$ cat config.mk
export PLATFORM = sky130hd
export DESIGN_NAME = maf_div
export DESIGN_NICKNAME = d
export VERILOG_FILES = /design/src/sv/maf_div.sv
export SDC_FILE = /design/constraint.sdc
export NUM_CORES = 1
export LEC_CHECK = 0
export ABC_AREA = 0
export BUFFER_PORTS_ARGS = -buffer_cell sky130_fd_sc_hd__buf_2
export CAP_MARGIN = 30
export CELL_PAD_IN_SITES_DETAIL_PLACEMENT = 1
export CELL_PAD_IN_SITES_GLOBAL_PLACEMENT = 2
export CORE_MARGIN = 4
export CORE_UTILIZATION = 35
export DETAILED_ROUTE_END_ITERATION = 8
export GPL_TIMING_DRIVEN = 0
export PLACE_DENSITY = 0.81
export SETUP_SLACK_MARGIN = 0.1
export SLEW_MARGIN = 20
export SYNTH_ARGS = -nofsm -noshare
export SYNTH_HDL_FRONTEND = slang
export SYNTH_SLANG_ARGS = --single-unit
$ cat constraint.sdc
create_clock -name clk -period 2.7 [get_ports clk]
set_clock_uncertainty 0.05 [all_clocks]
set_input_delay 0.405 -clock clk [delete_from_list [all_inputs] [get_ports clk]]
set_output_delay 0.405 -clock clk [all_outputs]
set_load 0.05 [all_outputs]
$ cat src/sv/maf_div.sv
`default_nettype none
// ----------------------------------------------------------------------------
// maf_div
// Iterative signed-by-unsigned divider, one quotient bit per cycle,
// quotient truncated toward zero.
// ----------------------------------------------------------------------------
module maf_div #(
    parameter int SUM_W = 40,
    parameter int DIV_W = 9,
    parameter int Q_W   = 32
) (
    input  wire logic                    clk,
    input  wire logic                    rst_n,
    input  wire logic                    start,
    input  wire logic signed [SUM_W-1:0] dividend,
    input  wire logic        [DIV_W-1:0] divisor,
    output logic                         done,
    output logic signed      [Q_W-1:0]   quotient
);

    localparam int CNT_W = $clog2(SUM_W + 1);

    logic             busy_reg,  busy_next;
    logic             done_reg,  done_next;
    logic [CNT_W-1:0] cnt_reg,   cnt_next;
    logic             neg_reg,   neg_next;
    logic [SUM_W-1:0] q_reg,     q_next;
    logic [DIV_W-1:0] rem_reg,   rem_next;
    logic [DIV_W-1:0] dvs_reg,   dvs_next;

    logic [DIV_W:0]   shifted;
    logic             ge;
    logic [SUM_W-1:0] q_signed;

    always_comb
    begin
        shifted   = {rem_reg, q_reg[SUM_W-1]};
        ge        = (shifted >= {1'b0, dvs_reg});
        busy_next = busy_reg;
        done_next = done_reg;
        cnt_next  = cnt_reg;
        neg_next  = neg_reg;
        q_next    = q_reg;
        rem_next  = rem_reg;
        dvs_next  = dvs_reg;
        if (start)
        begin
            busy_next = 1'b1;
            done_next = 1'b0;
            cnt_next  = CNT_W'(SUM_W);
            neg_next  = dividend[SUM_W-1];
            // magnitude of the most negative sum still fits unsigned
            q_next    = dividend[SUM_W-1] ? (~dividend + 1'b1) : dividend;
            rem_next  = '0;
            dvs_next  = divisor;
        end
        else if (busy_reg)
        begin
            rem_next = ge ? DIV_W'(shifted - {1'b0, dvs_reg}) : shifted[DIV_W-1:0];
            q_next   = {q_reg[SUM_W-2:0], ge};
            cnt_next = cnt_reg - 1'b1;
            if (cnt_reg == CNT_W'(1))
            begin
                busy_next = 1'b0;
                done_next = 1'b1;
            end
        end
    end

    always_ff @(posedge clk or negedge rst_n)
    begin
        if (!rst_n)
        begin
            busy_reg <= 1'b0;
            done_reg <= 1'b0;
            cnt_reg  <= '0;
        end
        else
        begin
            busy_reg <= busy_next;
            done_reg <= done_next;
            cnt_reg  <= cnt_next;
        end
    end

    always_ff @(posedge clk)
    begin
        neg_reg <= neg_next;
        q_reg   <= q_next;
        rem_reg <= rem_next;
        dvs_reg <= dvs_next;
    end

    assign q_signed = neg_reg ? (~q_reg + 1'b1) : q_reg;
    assign quotient = q_signed[Q_W-1:0];
    assign done     = done_reg;

endmodule
`default_nettype wire

# After elaboration in Yosys (flattened, before gate mapping)

Cells that the tools add are included.

Add/subtract/negate cells: 4
Multipliers: 0
Divide/modulo/power cells: 0
$lt $le $gt $ge: 1
Equality and inequality tests: 1
Shift-type cells: 0
Mux-type cells: 13
Bitwise gates (word level): 2
Reductions and logical operators: 3

Operator list:

| cell                  | count |
|---|---|
| $mux 40               | 3 |
| $add 40x1->40 const B | 1 |
| $not 40->40           | 1 |
| $add 32x1->32 const B | 1 |
| $mux 32               | 1 |
| $not 32->32           | 1 |
| $mux 6                | 2 |
| $ge 10x9->1           | 1 |
| $mux 9                | 1 |
| $sub 9x9->9           | 1 |
| $eq 6x1->1 const B    | 1 |
| $mux 1                | 6 |
| $sub 6x1->6 const B   | 1 |
| $reduce_bool 2->1     | 2 |
| $reduce_and 2->1      | 1 |

Register bits: 67
Bits in latches: 0
Bits in writable memories: 0
Memory bits (read-only): 0
Output and inout bits: 33
Logic and storage cells: 31
Memories kept: 0

# Longest topological paths before layout

Gate-level depths: netlist of the first run.

Word-level depth: 4
Mapped depth: 10
Gate-level depth less buffers: 9

# Least setup slack after synthesis of the first run

Ideal clock, no wire load.

Kind: register to output
Start: register q_reg[17]
End: output port quotient[25]
Data arrival time: 2172 ps
Data required time: 2245 ps
Path slack: 73 ps
Cell stages (with the launch flop): 6
Path buffers: 0
Cell sequence: edfxtp_1 -> or4_4 -> nor4_4 -> nand4_1 -> o31ai_1 -> xnor2_1

Longest elaborated chain between the ends: 3

Ends and longest elaborated chain:

| element                  | RTL line | text |
|---|---|---|
| start: declaration       | 27       | `logic [SUM_W-1:0] q_reg, q_next;` |
| start signal: assignment | 89       | `q_reg <= q_next;` |
| $not 32->32              | 94       | `assign q_signed = neg_reg ? (~q_reg + 1'b1) : q_reg;` |
| $add 32x1->32            | 94       |  |
| $mux 32                  | 94       |  |
| end: declaration         | 18       | `output logic signed [Q_W-1:0] quotient` |

No other way between the ends.

# Worst setup path in the final report of the first run

Start: register q_reg[16]
End: output port quotient[29]

Same word-level chain as after synthesis.

==> summary.md, run 1 <==
| Metric | Value |
|---|---|
| Status | `finished with violations` |
| Failing checks | `setup timing` |
| Ant. Diodes | `0` |
| Critical path, cell by cell | `or4_4 > nor4_4 > nand4_1 > o41ai_4 > xnor2_2 > buf_6` |
| Tmin final | `3110 ps` |
| Sequential share of the synthesized area | `40.1%` |
| CTS Sinks | `67` |
| Seq cells post-synth | `67` |
| Slew headroom | `42.3%` |
| Synth unique cells | `56` |
| Worst min path class | `in2reg` |
| Final weighted congestion in routability-driven placement | `0.830` |
| Max cap viols | `0` |
| DRT Pass-1 Iters | `5` |
| Syn Nets | `560` |
| Die width | `124 um` |
| Clock Tree Root | `clkbuf_16` |
| Syn Std Cell Area | `4690 sq um` |
| Slew @ Worst Pin | `between 800 and 900 ps` |
| Period Utilization, post-route | `115%` |
| Layout cells sized above 1 | `31.3%` |
| Clock Path Buffers | `2` |
| First-pass GRT wire length | `24000 um` |
| TritonCTS Buffers | `9` |
| Final hold violation count | `0` |
| Core Box Area | `roughly 13000 sq um` |
| # rows | `42` |
| Number of synthesized flops with an enable pin | `50` |
| Via Count | `4393` |
| Antenna violations before repair | `0` |
| Die area | `15300 sq um` |
| FMAX | `0.321 GHz` |
| Final Setup Violations | `19` |
| Setup ws final | `-413 ps` |
| Fillers | `roughly 1500` |
| Area grow syn2layout | `35.0%` |
| Power density over the cells | `745 nW/um^2` |
| WL per Instance | `about 19 um` |
| Clk_lat worst skew | `340 ps` |
| Die height | `124 um` |
| CP Launch Type | `flop` |
| Initial DRC count | `about 230` |
| Htree depth | `3` |
| Critical-path top delay cell | `or4_4` |
| Worst Path Class, Setup | `reg2out` |
| Port Buf Inserts | `84` |
| WP data arrival | `between 2000 and 3000 ps` |
| Cells after Synth | `494` |
| Ys flop type | `edfxtp_1` |
| Antenna Nets Post-Route | `0` |
| Crit-path max cell delay | `580 ps` |
| Vias in the first global route | `4570` |
| Max Slew Vio Count | `0` |
| Post-Route WL | `15500 um` |
| Clock tree from TritonCTS | `yes` |
| Largest net degree at the start of global routing | `26` |
| Unrepaired setup endpoints after global routing | `true` |
| Gr ovfl total | `0` |
| Via density | `5.44` |
| FFs w/ async S/R, synth | `11.9%` |
| Leak pwr | `2.55 nW` |
| Final nets | `693` |
| Final Core Density | `48.1%` |
| Max IR drop VDD | `0.395 mV` |
| Largest fanout on the critical path | `3` |
| # DRC | `0` |
| Worst setup EP type | `output port` |
| Synthesized area per cell | `9.50 sq um` |
| Worst path required time | `between 2000 and 2500 ps` |
| Initial Util | `35.6%` |
| GR Util All Layers | `20.3%` |
| Post-DP HPWL | `10800 um` |
| Clk pin slew, worst setup/hold paths | `60 ps` |
| Most frequent cells in the layout | `nor2_1, buf_2, buf_4, edfxtp_1, a21oi_1` |
| Most common cell after layout, fill and taps aside | `nor2_1` |
| Max FFs per register | `40` |
| Setup TNS | `-3860 ps` |
| Ports | `85` |
| Yosys warnings | `0` |
-- Yosys cell counts (all sizes together) (2+ instances only) --
cell type	number	area, sq um
nor2	68	255
edfxtp	50	1500
a21oi	40	200
xnor2	38	333
xor2	37	324
o21ai	29	145
nand2	26	97.6
o31ai	23	173
inv	21	78.8
o41ai	18	199
ha	13	163
clkbuf	12	45.0
buf	11	48.8
nor4	10	98.8
dfxtp	9	180
dfrtp	8	200
or4	8	67.6
nand3	7	35.0
or3	7	50.1
a211oi	5	42.5
mux2i	5	50.1
nor3b	5	37.5
nand2b	4	25.0
nand3b	4	30.0
nand4	4	31.3
or2	4	25.0
a22oi	3	22.5
nor3	3	15.0
a2111oi	2	17.5
a211o	2	17.5
a311oi	2	17.5
and4b	2	20.0
mux2	2	26.3
o21a	2	15.0
-- area by class of cell --
class | count | area (sq um) | area share [%]
buffer | 23 | 101 | 1.60
clock buffer | 14 | 264 | 4.16
clock inverter | 2 | 35.0 | 0.553
inverter | 21 | 78.8 | 1.24
multi-input combinational | 383 | 2940 | 46.4
sequential | 67 | 1880 | 29.7
tap | 176 | 220 | 3.47
timing repair buffer | 122 | 815 | 12.8
-- layer usage --
metal / vias to the layer above / global-route usage (%) / share of wire, %
met1: 2182 / 26.5 / 44
met2: 98 / 33.2 / 50
met4: 0 / 7.47 / 2.1
li1: 2091 / - / -
met3: 22 / 4.00 / 3.4
met5: - / 0 / 0
-- critical path: cells and delay by family, from the launching register on --
| kind | cells | cell delay, ps |
|---|---|---|
| simple gates | 3 | 1130 |
| flops | 1 | 410 |
| compound gates | 1 | 390 |
| xor+xnor | 1 | 190 |
| buf+inv | 1 | 190 |
-- power by group --
part | internal (mW) | switching [mW] | leakage (nW)
registers | 1.30 | 0.161 | 0.675
clock network | 0.765 | 0.438 | 0.147
logic | 0.834 | 1.22 | 1.72
-- timing repair --
| item | in CTS | in global routing |
|---|---|---|
| pin swaps | 10 | 4 |
| gates cloned | 0 | 1 |
| setup buffers | 15 | 20 |
| endpoints found under the setup margin | 36 | 38 |
| gates resized for setup | 55 | 40 |
| endpoints found under the hold margin | 8 | 0 |
| hold buffers | 1 | 0 |
-- path summary, 6_finish.rpt --
kind | from | to | slack, ps | cells after the start
setup / recovery | q_reg[16] | quotient[29] | -410 | 6
hold / removal | divisor[5] | dvs_reg[5] | 190 | 1
setup reg to reg | q_reg[39] | rem_reg[4] | 240 | 11
hold reg to reg | rem_reg[2] | rem_reg[2] | 440 | 2
max in group asynchronous | rst_n | cnt_reg[5] | 2050 | 2
min in group asynchronous | rst_n | cnt_reg[1] | 380 | 2
-- metrics by stage --
step / setup slack [ps] / instances / hold slack (ps) / power, mW / instance area (sq um)
4_1_cts: -338 / 787 / 173 / 4.54 / 6010
3_5_place_dp: -323 / 755 / 205 / 3.16 / 5390
2_1_floorplan: 110 / 494 / 59.4 / 2.70 / 4720
5_1_grt: -531 / 808 / 181 / 4.98 / 6340
3_3_place_gp: -500 / 754 / 207 / 3.12 / 5370
6_report: -413 / 808 / 185 / 4.72 / 6340
-- cell families (layout without fill, tap and decap cells) --
group | count (synthesis) | in the layout | synth area share [%]
buffers and inverters | 44 | 182 | 3.68
AOI/OAI and AO/OA | 131 | 131 | 19.0
adders and majority gates | 14 | 14 | 3.89
and+or+nand+nor | 156 | 156 | 17.8
muxes | 7 | 7 | 1.63
xor gates and xnor gates | 75 | 75 | 14.0
DFF | 67 | 67 | 40.1
(Power assumes the default switching activity.)
==> run 2, diff against run 1 <==
--- a/config.mk
+++ b/config.mk
@@ -10,6 +10,7 @@
 export CAP_MARGIN = 30
 export CELL_PAD_IN_SITES_DETAIL_PLACEMENT = 1
 export CELL_PAD_IN_SITES_GLOBAL_PLACEMENT = 2
+export CORE_ASPECT_RATIO = 0.9
 export CORE_MARGIN = 4
 export CORE_UTILIZATION = 35
 export DETAILED_ROUTE_END_ITERATION = 8
==> run 2 against run 1 <==
Compared with the run above:
- the run still ends with setup timing left
- flip-flop and latch count unchanged
- via count rose by 0.18%
- global-route usage hardly changed
- wire length rose by 0.58%
- critical path type unchanged
==> summary.md, run 2 (synthesis results as in run 1) <==
| Metric | Value |
|---|---|
| Status | `finished with violations` |
| Failing checks | `setup timing` |
| Core Box Area | `12900 sq um (-2.0%)` |
| Global routing met1 resource utilization | `28.1% (+1.6 points)` |
| Antenna violations before repair | `1 (+1)` |
| Max IR drop VDD | `0.295 mV (-25%)` |
| First-pass GRT wire length | `24800 um (+3.4%)` |
| WP data arrival | `2620 ps (-40 ps)` |
| Die height | `118 um (-4.8%)` |
| Fillers | `1486 (-0.80%)` |
| # rows | `39 (-7.1%)` |
| Clk_lat worst skew | `330 ps (about the same)` |
| Crit-path leading delay family | `simple AND/OR/NAND/NOR gates` |
| Most common cell after layout, fill and taps aside | `nor2_1` |
| Worst reg2reg setup slack | `180 ps (-60 ps)` |
| Setup TNS | `-3330 ps (+527 ps)` |
| Vias in the first global route | `4646 (+1.7%)` |
| Register Area | `1880 sq um (unchanged)` |
| Final Setup Violations | `17 (-2)` |
| CTS Sinks | `67 (unchanged)` |
| CP Launch Type | `flop` |
| Slew headroom | `47.2% (+4.9 points)` |
| Initial Util | `36.3% (+0.71 points)` |
| Unrepaired setup endpoints after global routing | `true` |
| Antenna Nets Post-Route | `0 (unchanged)` |
| Die width | `130 um (+5.1%)` |
| Most frequent cells in the layout | `nor2_1, buf_2, edfxtp_1, buf_4, a21oi_1` |
| Hold_sp | `divisor[8]` |
| # DRC | `0 (unchanged)` |
| Hold endpoint | `dvs_reg[8]` |
| Clock Tree Root | `clkbuf_16` |
| Clock tree from TritonCTS | `yes` |
| Worst min path class | `in2reg` |
| Slew @ Worst Pin | `792 ps (-73.6 ps)` |
| Critical-path top delay cell | `or4_4` |
| FMAX | `0.325 GHz (+1.1%)` |
| Multi-input gate area | `3030 sq um (+3.0%)` |
| Gr ovfl total | `0 (unchanged)` |
| Clock Path Buffers | `2 (unchanged)` |
| WL per Instance | `19.5 um (+1.8%)` |
| Final Core Density | `49.7% (+1.6 points)` |
| Hold slack | `194 ps (+8.63 ps)` |
| Worst Path Class, Setup | `reg2out` |
| Hold Crit Depth | `1 (unchanged)` |
| Final hold violation count | `0 (unchanged)` |
| Most Used Layer, Global Route | `met2` |
| Final weighted congestion in routability-driven placement | `0.815 (-1.8%)` |
| GR met2 Demand/Resource | `32.1% (-1.0 points)` |
| Setup ws final | `-378 ps (+34.6 ps)` |
| Layout cells sized above 1 | `33.6% (+2.3 points)` |
| Area grow syn2layout | `36.8%` |
| Port Buf Inserts | `84 (unchanged)` |
| Worst setup EP type | `output port` |
| Reg2Reg Depth | `11 (unchanged)` |
| Htree depth | `3 (unchanged)` |
| Die area | `15300 sq um (about the same)` |
| Stages on the worst setup path | `7 (+1)` |
| Buf+Inv Stages, Crit Path | `2 (+1)` |
| Via density | `5.52 (+1.4%)` |
| Critical path, cell by cell | `or4_4 > nor4_4 > nand4_1 > buf_4 > o31ai_4 > xnor2_2 > buf_6` |
| Leak pwr | `2.56 nW (+0.57%)` |
| Met3 usage | `2.81% (-1.2 points)` |
| Clk pin slew, worst setup/hold paths | `60 ps (about the same)` |
| Post-DP HPWL | `10800 um (+0.23%)` |
| Ports | `85 (unchanged)` |
| Max cap viols | `0 (unchanged)` |
| TritonCTS Buffers | `9 (unchanged)` |
| Setup slack at placement | `-281 ps (+42.1 ps)` |
| Max FFs per register | `40 (unchanged)` |
| GR Util All Layers | `20.3% (about the same)` |
| Initial DRC count | `250 (+7.8%)` |
| Final nets | `694 (+0.14%)` |
| Largest fanout on the critical path | `3 (unchanged)` |
| Max Slew Vio Count | `0 (unchanged)` |
| Via Count | `4401 (+0.18%)` |
| Period Utilization, post-route | `114% (-1.3 points)` |
| DRT Pass-1 Iters | `5 (unchanged)` |
| Worst path required time | `2250 ps (about the same)` |
| Post-Route WL | `15600 um (+0.58%)` |
| RR Startpoint | `q_reg[39]` |
| Crit-path max cell delay | `570 ps (about the same)` |
| RR Endpoint | `rem_reg[0]` |
| Power density over the cells | `723 nW/um^2 (-2.9%)` |
| Tmin final | `3080 ps (-34.6 ps)` |
| Largest net degree at the start of global routing | `25 (-3.8%)` |
## run 2: cell types whose count changed in the layout (fill, tap and decap cells not counted), moves of 3 or more
| cell | delta |
|---|---|
| buf_4 | -4 |
| nand2_1 | -3 |
| o21ai_2 | +4 |
| o31ai_4 | +3 |
| o31ai_2 | -3 |
| buf_6 | +6 |
## run 2: repair_timing
| action | in CTS | in global routing |
|---|---|---|
| pin swaps | 12 | 21 |
| setup endpoints to repair | 36 | 45 |
| gates resized for setup | 78 | 42 |
| setup buffers | 21 | 17 |
| hold endpoints to repair | 8 | 0 |
| hold buffers | 1 | 0 |
## run 2: worst max path at each step
stage | start | slack, ps | endpoint
global route | q_reg[17] | -440 | quotient[30]
finish | q_reg[17] | -380 | quotient[28]
global placement | start | -540 | q_reg[15]
floorplan | q_reg[17] | 110 | quotient[26]
detailed placement | q_reg[9] | -280 | quotient[21]
CTS | q_reg[17] | -280 | quotient[26]
## run 2: report_power, final
group	total [mW]	internal, mW	switching [mW]
clock network	1.07	0.617	0.455
registers	1.48	1.30	0.174
logic	2.09	0.845	1.25
total	4.64	2.77	1.88
## run 2: final cells by class
class,instances,share of cell area (%)
Sequential cell,67,29.3
Multi-Input combinational cell,383,47.2
Antenna cell,1,0.0390
Buffer,23,1.60
Inverter,21,1.27
Clock buffer,11,3.62
Tap cell,164,3.20
Clock inverter,5,0.468
Timing Repair Buffer,123,13.3
## run 2: stage by stage
step / area [sq um] / std cells / total power [mW]
after global placement: 5350 / 742 / 3.12
final: 6420 / 798 / 4.64
after CTS: 6140 / 781 / 4.50
after floorplan: 4720 / 494 / 2.70
after global routing: 6420 / 798 / 4.89
after detailed placement: 5380 / 743 / 3.17
## run 2: layer usage
layer | up-vias | part of all wire (%)
met5 | - | 0
met4 | 0 | 1.7
li1 | 2092 | -
met2 | 100 | 48
met3 | 18 | 3.6
met1 | 2191 | 46
